$ cat config.mk
export PLATFORM = sky130hd
export DESIGN_NAME = hpc_isqrt
export DESIGN_NICKNAME = d
export VERILOG_FILES = /design/src/hdl/hit_polar_coordinates_and_delta_phi_unit_defines.svh /design/src/hdl/hpc_pkg.sv /design/src/hdl/hpc_isqrt.sv
export SDC_FILE = /design/constraint.sdc
export NUM_CORES = 2
export LEC_CHECK = 0
export BUFFER_PORTS_ARGS = -buffer_cell sky130_fd_sc_hd__buf_4
export CAP_MARGIN = 20
export CORE_ASPECT_RATIO = 1.4
export CORE_UTILIZATION = 55
export DETAILED_ROUTE_END_ITERATION = 8
export PLACE_DENSITY_LB_ADDON = 0.25
export SKIP_CTS_REPAIR_TIMING = 1
export SYNTH_ARGS = -nofsm -noshare
export SYNTH_HDL_FRONTEND = slang
export SYNTH_SLANG_ARGS = --single-unit
$ cat constraint.sdc
create_clock -name clock -period 4.7 [get_ports clock]
set_clock_uncertainty 0.2 [all_clocks]
set_input_delay 0.235 -clock clock [delete_from_list [all_inputs] [get_ports clock]]
set_output_delay 0.235 -clock clock [all_outputs]
set_load 0.03 [all_outputs]
$ cat src/hdl/hit_polar_coordinates_and_delta_phi_unit_defines.svh
// assertion macros for the hit polar coordinates unit
// used by the top level only; expects signals clock and reset in scope
`ifndef HIT_POLAR_COORDINATES_AND_DELTA_PHI_UNIT_DEFINES_SVH
`define HIT_POLAR_COORDINATES_AND_DELTA_PHI_UNIT_DEFINES_SVH

// same-cycle implication
`define HPC_ASSERT_SAME(lbl, ante, cons, msg) \
   lbl: assert property (@(posedge clock) disable iff (reset) (ante) |-> (cons)) else $error(msg);

// next-cycle implication
`define HPC_ASSERT_NEXT(lbl, ante, cons, msg) \
   lbl: assert property (@(posedge clock) disable iff (reset) (ante) |=> (cons)) else $error(msg);

`endif

$ cat src/hdl/hpc_pkg.sv
// shared types, widths, latencies and the arctangent table
// of the hit polar coordinates unit; no dependencies
package hpc_pkg;

   localparam int COORD_BITS = 20;
   localparam int ANGLE_BITS = 16;
   localparam int ITER       = 31;
   localparam int CW         = 64;
   localparam int SCALE_SH   = 60 - COORD_BITS;
   localparam int SQ_W       = 2 * COORD_BITS + 2;
   localparam int ANG_LAT    = ITER + 2;
   localparam int SQ_LAT     = COORD_BITS + 2;
   localparam int ALIGN      = (ANG_LAT > SQ_LAT) ? ANG_LAT : SQ_LAT;
   localparam int RAD_DLY    = ALIGN - SQ_LAT;
   localparam int ANG_DLY    = ALIGN - ANG_LAT;

   localparam logic [31:0] HALF_TURN  = 32'h8000_0000;
   localparam logic [31:0] ROUND_HALF = 32'd1 << (31 - ANGLE_BITS);

   typedef struct packed {
      logic signed [COORD_BITS-1:0] a_x;
      logic signed [COORD_BITS-1:0] a_y;
      logic signed [COORD_BITS-1:0] a_z;
      logic signed [COORD_BITS-1:0] b_x;
      logic signed [COORD_BITS-1:0] b_y;
      logic signed [COORD_BITS-1:0] b_z;
   } req_type;

   typedef struct packed {
      logic        [COORD_BITS-1:0] radius_3d;
      logic        [COORD_BITS-1:0] radius_transverse;
      logic signed [ANGLE_BITS-1:0] azimuth;
      logic signed [ANGLE_BITS-1:0] azimuth_difference;
      logic signed [ANGLE_BITS-1:0] azimuth_change;
   } rsp_type;

   // atan(2^-idx) in turn units, 2^32 = full turn
   function automatic logic [31:0] atan_turn(input int unsigned idx);
      logic [31:0] t;
      case (idx)
         0: t = 32'h20000000;
         1: t = 32'h12E4051E;
         2: t = 32'h09FB385B;
         3: t = 32'h051111D4;
         4: t = 32'h028B0D43;
         5: t = 32'h0145D7E1;
         6: t = 32'h00A2F61E;
         7: t = 32'h00517C55;
         8: t = 32'h0028BE53;
         9: t = 32'h00145F2F;
         10: t = 32'h000A2F98;
         11: t = 32'h000517CC;
         12: t = 32'h00028BE6;
         13: t = 32'h000145F3;
         14: t = 32'h0000A2FA;
         15: t = 32'h0000517D;
         16: t = 32'h000028BE;
         17: t = 32'h0000145F;
         18: t = 32'h00000A30;
         19: t = 32'h00000518;
         20: t = 32'h0000028C;
         21: t = 32'h00000146;
         22: t = 32'h000000A3;
         23: t = 32'h00000051;
         24: t = 32'h00000029;
         25: t = 32'h00000014;
         26: t = 32'h0000000A;
         27: t = 32'h00000005;
         28: t = 32'h00000003;
         29: t = 32'h00000001;
         30: t = 32'h00000001;
         default: t = 32'h00000000;
      endcase
      return t;
   endfunction

endpackage

$ cat src/hdl/hpc_isqrt.sv
// pipelined rounded integer square root of a sum of up to three squares
// one result bit per stage; uses hpc_pkg
module hpc_isqrt (
   input  logic                           clock,
   input  logic                           en,
   input  logic [hpc_pkg::SQ_W-1:0]       sq_a,
   input  logic [hpc_pkg::SQ_W-1:0]       sq_b,
   input  logic [hpc_pkg::SQ_W-1:0]       sq_c,
   output logic [hpc_pkg::COORD_BITS-1:0] root
);

   logic [hpc_pkg::SQ_W-1:0]       rem_ff  [0:hpc_pkg::COORD_BITS];
   logic [hpc_pkg::SQ_W-1:0]       root_ff [0:hpc_pkg::COORD_BITS];
   logic [hpc_pkg::COORD_BITS-1:0] out_ff;

   always_ff @(posedge clock) begin
      if (en) begin
         rem_ff[0]  <= sq_a + sq_b + sq_c;
         root_ff[0] <= '0;
      end
   end

   for (genvar j = 0; j < hpc_pkg::COORD_BITS; j++) begin : g_bit
      localparam logic [hpc_pkg::SQ_W-1:0] BIT =
         hpc_pkg::SQ_W'(1) << (2 * (hpc_pkg::COORD_BITS - 1 - j));
      logic [hpc_pkg::SQ_W-1:0] trial;
      assign trial = root_ff[j] + BIT;
      always_ff @(posedge clock) begin
         if (en) begin
            if (rem_ff[j] >= trial) begin
               rem_ff[j+1]  <= rem_ff[j] - trial;
               root_ff[j+1] <= (root_ff[j] >> 1) + BIT;
            end else begin
               rem_ff[j+1]  <= rem_ff[j];
               root_ff[j+1] <= root_ff[j] >> 1;
            end
         end
      end
   end

   // round to nearest: remainder above root means past the half point
   always_ff @(posedge clock) begin
      if (en) begin
         out_ff <= root_ff[hpc_pkg::COORD_BITS][hpc_pkg::COORD_BITS-1:0]
                   + hpc_pkg::COORD_BITS'(rem_ff[hpc_pkg::COORD_BITS]
                                         > root_ff[hpc_pkg::COORD_BITS]);
      end
   end

   assign root = out_ff;

endmodule

==> impl_metrics.tcl <==
set metrics [dict create \
    status "finished with violations" \
    violations "hold timing" \
    worst_slack_ns 0.381 \
    hold_violations 3 \
    synth_common_cells "edfxtp_1, nand2_1, inv_1, ha_1, nor2_1" \
    gp_congestion 0.915 \
    r2r_setup_slack_ns 0.38 \
    rows 138 \
    yosysMostFrequentCell "edfxtp_1" \
    p_leak_nw 23.7 \
    port_buffers 147 \
    post-route-period-util_pct 91.9 \
    synth-main-ff-cell "edfxtp_1" \
    cts_max_path_buffers 3 \
    grt_pass1_wl_um 196000 \
    vias 36400 \
    cts_tree "built" \
    rr_endpoint "root[18]$_DFFE_PP_" \
    die_y_um 380 \
    grt_usage_pct 24.4 \
    fin_nets 5281 \
    antenna_found_initial 0 \
    clkTransAtPathRegs_ns 0.07 \
    fill_cells 7784 \
    cp_num_buf_inv 2 \
    syn-num-nets 5062 \
    cts_sinks 1112 \
    drt-vias-per-instance 5.84 \
    place.detailed.hpwl_um 94800 \
    r2r_start "root_ff[5][1]$_DFFE_PP_" \
    area.sequential_um2 33400 \
    antenna_left 0 \
    multi_input_area_um2 21300 \
    drt-total-wl_um 125000 \
    cp-start-kind "flip-flop" \
    ir_worst_vdd_uv 319 \
    overflow 0 \
    drt_drc_violations_left 0 \
    slew_violations 0 \
    hold_end "rem_ff[0][41]$_DFFE_PP_" \
    synth_area_leaders "edfxtp_1, ha_1, xnor2_1, xor2_1, nand2_1" \
    crit_path_end_kind "flip-flop" \
    rsz0062_at_grt "no" \
    finish.utilization_pct 62.1 \
    synth_top_area_cell "edfxtp_1" \
    setup_tns_ns 0 \
    ys_types 89 \
    finalPower_mw 27.6 \
    synth_seq_cells 1112 \
    placed_cell_area_um2 59100 \
    fmax_mhz 232 \
    r2r_cells 19 \
    clockRootBuffer "clkbuf_16" \
    synth_top_area_share_pct 59.3 \
    postSynth.asyncResetShare_pct 0 \
    hold_depth 5 \
    wl_per_cell_um 20.1 \
    drt_iter0_drc 2215 \
    critical-path-top-delay-family "simple AND/OR/NAND/NOR gates" \
    synth_cells 4600 \
    stdcell_count 6234 \
    h-tree-depth 3 \
    grt_max_degree 187 \
    final.min_clock_period_ns 4.32 \
    crit_type "reg2reg" \
    seq_area_frac_synth_pct 59.3 \
    core-area_um2 101000 \
    drv_cap 0 \
    numCtsBuffers 103 \
    cp.arrival_ns 4.58 \
    design_area_um2 62800 \
    cp.required_ns 4.96 \
    cp_max_fo 4 \
    worst_pin_slew_ns 1.18 \
    crit_slowest_cell "nor4_1" \
    max_stage_delay_ns 0.71 \
    post-place-ws_ns 0.468 \
    hp-class "in2reg" \
    drive_above_1_share_pct 8.73 \
    area_growth_pct 11.7 \
    start_util_pct 55.6 \
    finalSetupViolations 0 \
    synth.avg_cell_area_um2 12.2 \
    die-width_um 272 \
    fp.dieArea_um2 104000 \
    io-pin-count 148 \
    timing.slew.headroom_pct 20.9 \
    drtPass1Iterations 5 \
    place_inst 6029 \
    synth_warnings 0 \
    diodes 0 \
    holdCritStartpoint "sq_c[40]" \
    holdWs_ns -0.0205 \
    powerDensity_nw_per_um2 439 \
    synth_edf_count 1112 \
    synth_area_um2 56300 \
    grt_pass1_vias 37800 \
    worstPathCellList "inv_1, ha_1, nor2b_1, o21a_1, o21ai_0, nand2b_1, a21oi_1, nor2b_1, o21ai_0, a21o_1, a21oi_1, ha_1, ha_1, nand3_1, nor4_1, inv_1, nor3_1, nand2_1, xnor2_1" \
    cpMostUsedCell "ha_1" \
    clkLatencyLatePin_ns 0.73 \
]
worst max path at each step:
stage                              endpoint  cells past startpoint  slack (ns)                     from
floorplan           rem_ff[0][39]$_DFFE_PP_                     12        1.16                  sq_a[1]
global placement         root[16]$_DFFE_PP_                     19        0.39  root_ff[5][1]$_DFFE_PP_
detailed placement       root[18]$_DFFE_PP_                     19        0.47  root_ff[5][1]$_DFFE_PP_
CTS                      root[18]$_DFFE_PP_                     19        0.40  root_ff[5][1]$_DFFE_PP_
global route             root[16]$_DFFE_PP_                     19        0.07  root_ff[5][1]$_DFFE_PP_
finish                   root[18]$_DFFE_PP_                     19        0.38  root_ff[5][1]$_DFFE_PP_
area by class of cell:
class | instances | area share (%)
sequential | 1112 | 53.1
tap | 1330 | 2.65
clock buffer | 115 | 4.24
clock inverter | 75 | 1.50
timing repair buffer | 213 | 2.68
inverter | 314 | 1.88
multi-input combinational | 3075 | 33.9
worst min-delay path, stage by stage:
cell      delay (ns)
buf_4           0.08
fa_1            0.15
ha_1            0.14
a311oi_1        0.05
xnor2_1         0.13
where the power goes:
group / total, mW / switching, mW / internal (mW)
Combinational: 5.12 / 2.97 / 2.16
Sequential: 13.6 / 0.954 / 12.7
Clock: 8.83 / 3.73 / 5.10
metal layers:
metal  vias to the layer above  global-route usage, %  routed length (um)
li1                      17500                      -                   -
met4                         0                   15.3                8110
met2                       839                   49.8               72300
met3                       360                   2.85                4190
met5                         -                      0                   0
met1                     17700                   21.9               40500
cells by family after synthesis:
| logic type | synth area share (%) |
|---|---|
| AO/OA/AOI/OAI | 9.30 |
| flip-flops | 59.3 |
| buffers and inverters | 2.82 |
| multiplexers | 0.474 |
| AND/OR/NAND/NOR | 12.9 |
| adder cells (fa/ha/maj) | 7.99 |
| XOR/XNOR | 7.21 |
cell usage in the layout, fill, tap and decap left out, types with 71 or more instances in the layout:
cell type     n
nor4_1      150
nand4_1      71
ha_1        292
a21oi_1     213
o21ai_0     248
nand3_1     101
xnor2_1     236
buf_4       193
nand2_1     353
edfxtp_1   1112
inv_1       314
nor2_1      280
nor3_1      147
clkbuf_16   105
xor2_1      227
a21o_1       95
registers in the layout, indices dropped and copies added, names as in the netlist:
register  cells
rem_ff      882
root         20
root_ff     210
(Power assumes the default switching activity.)
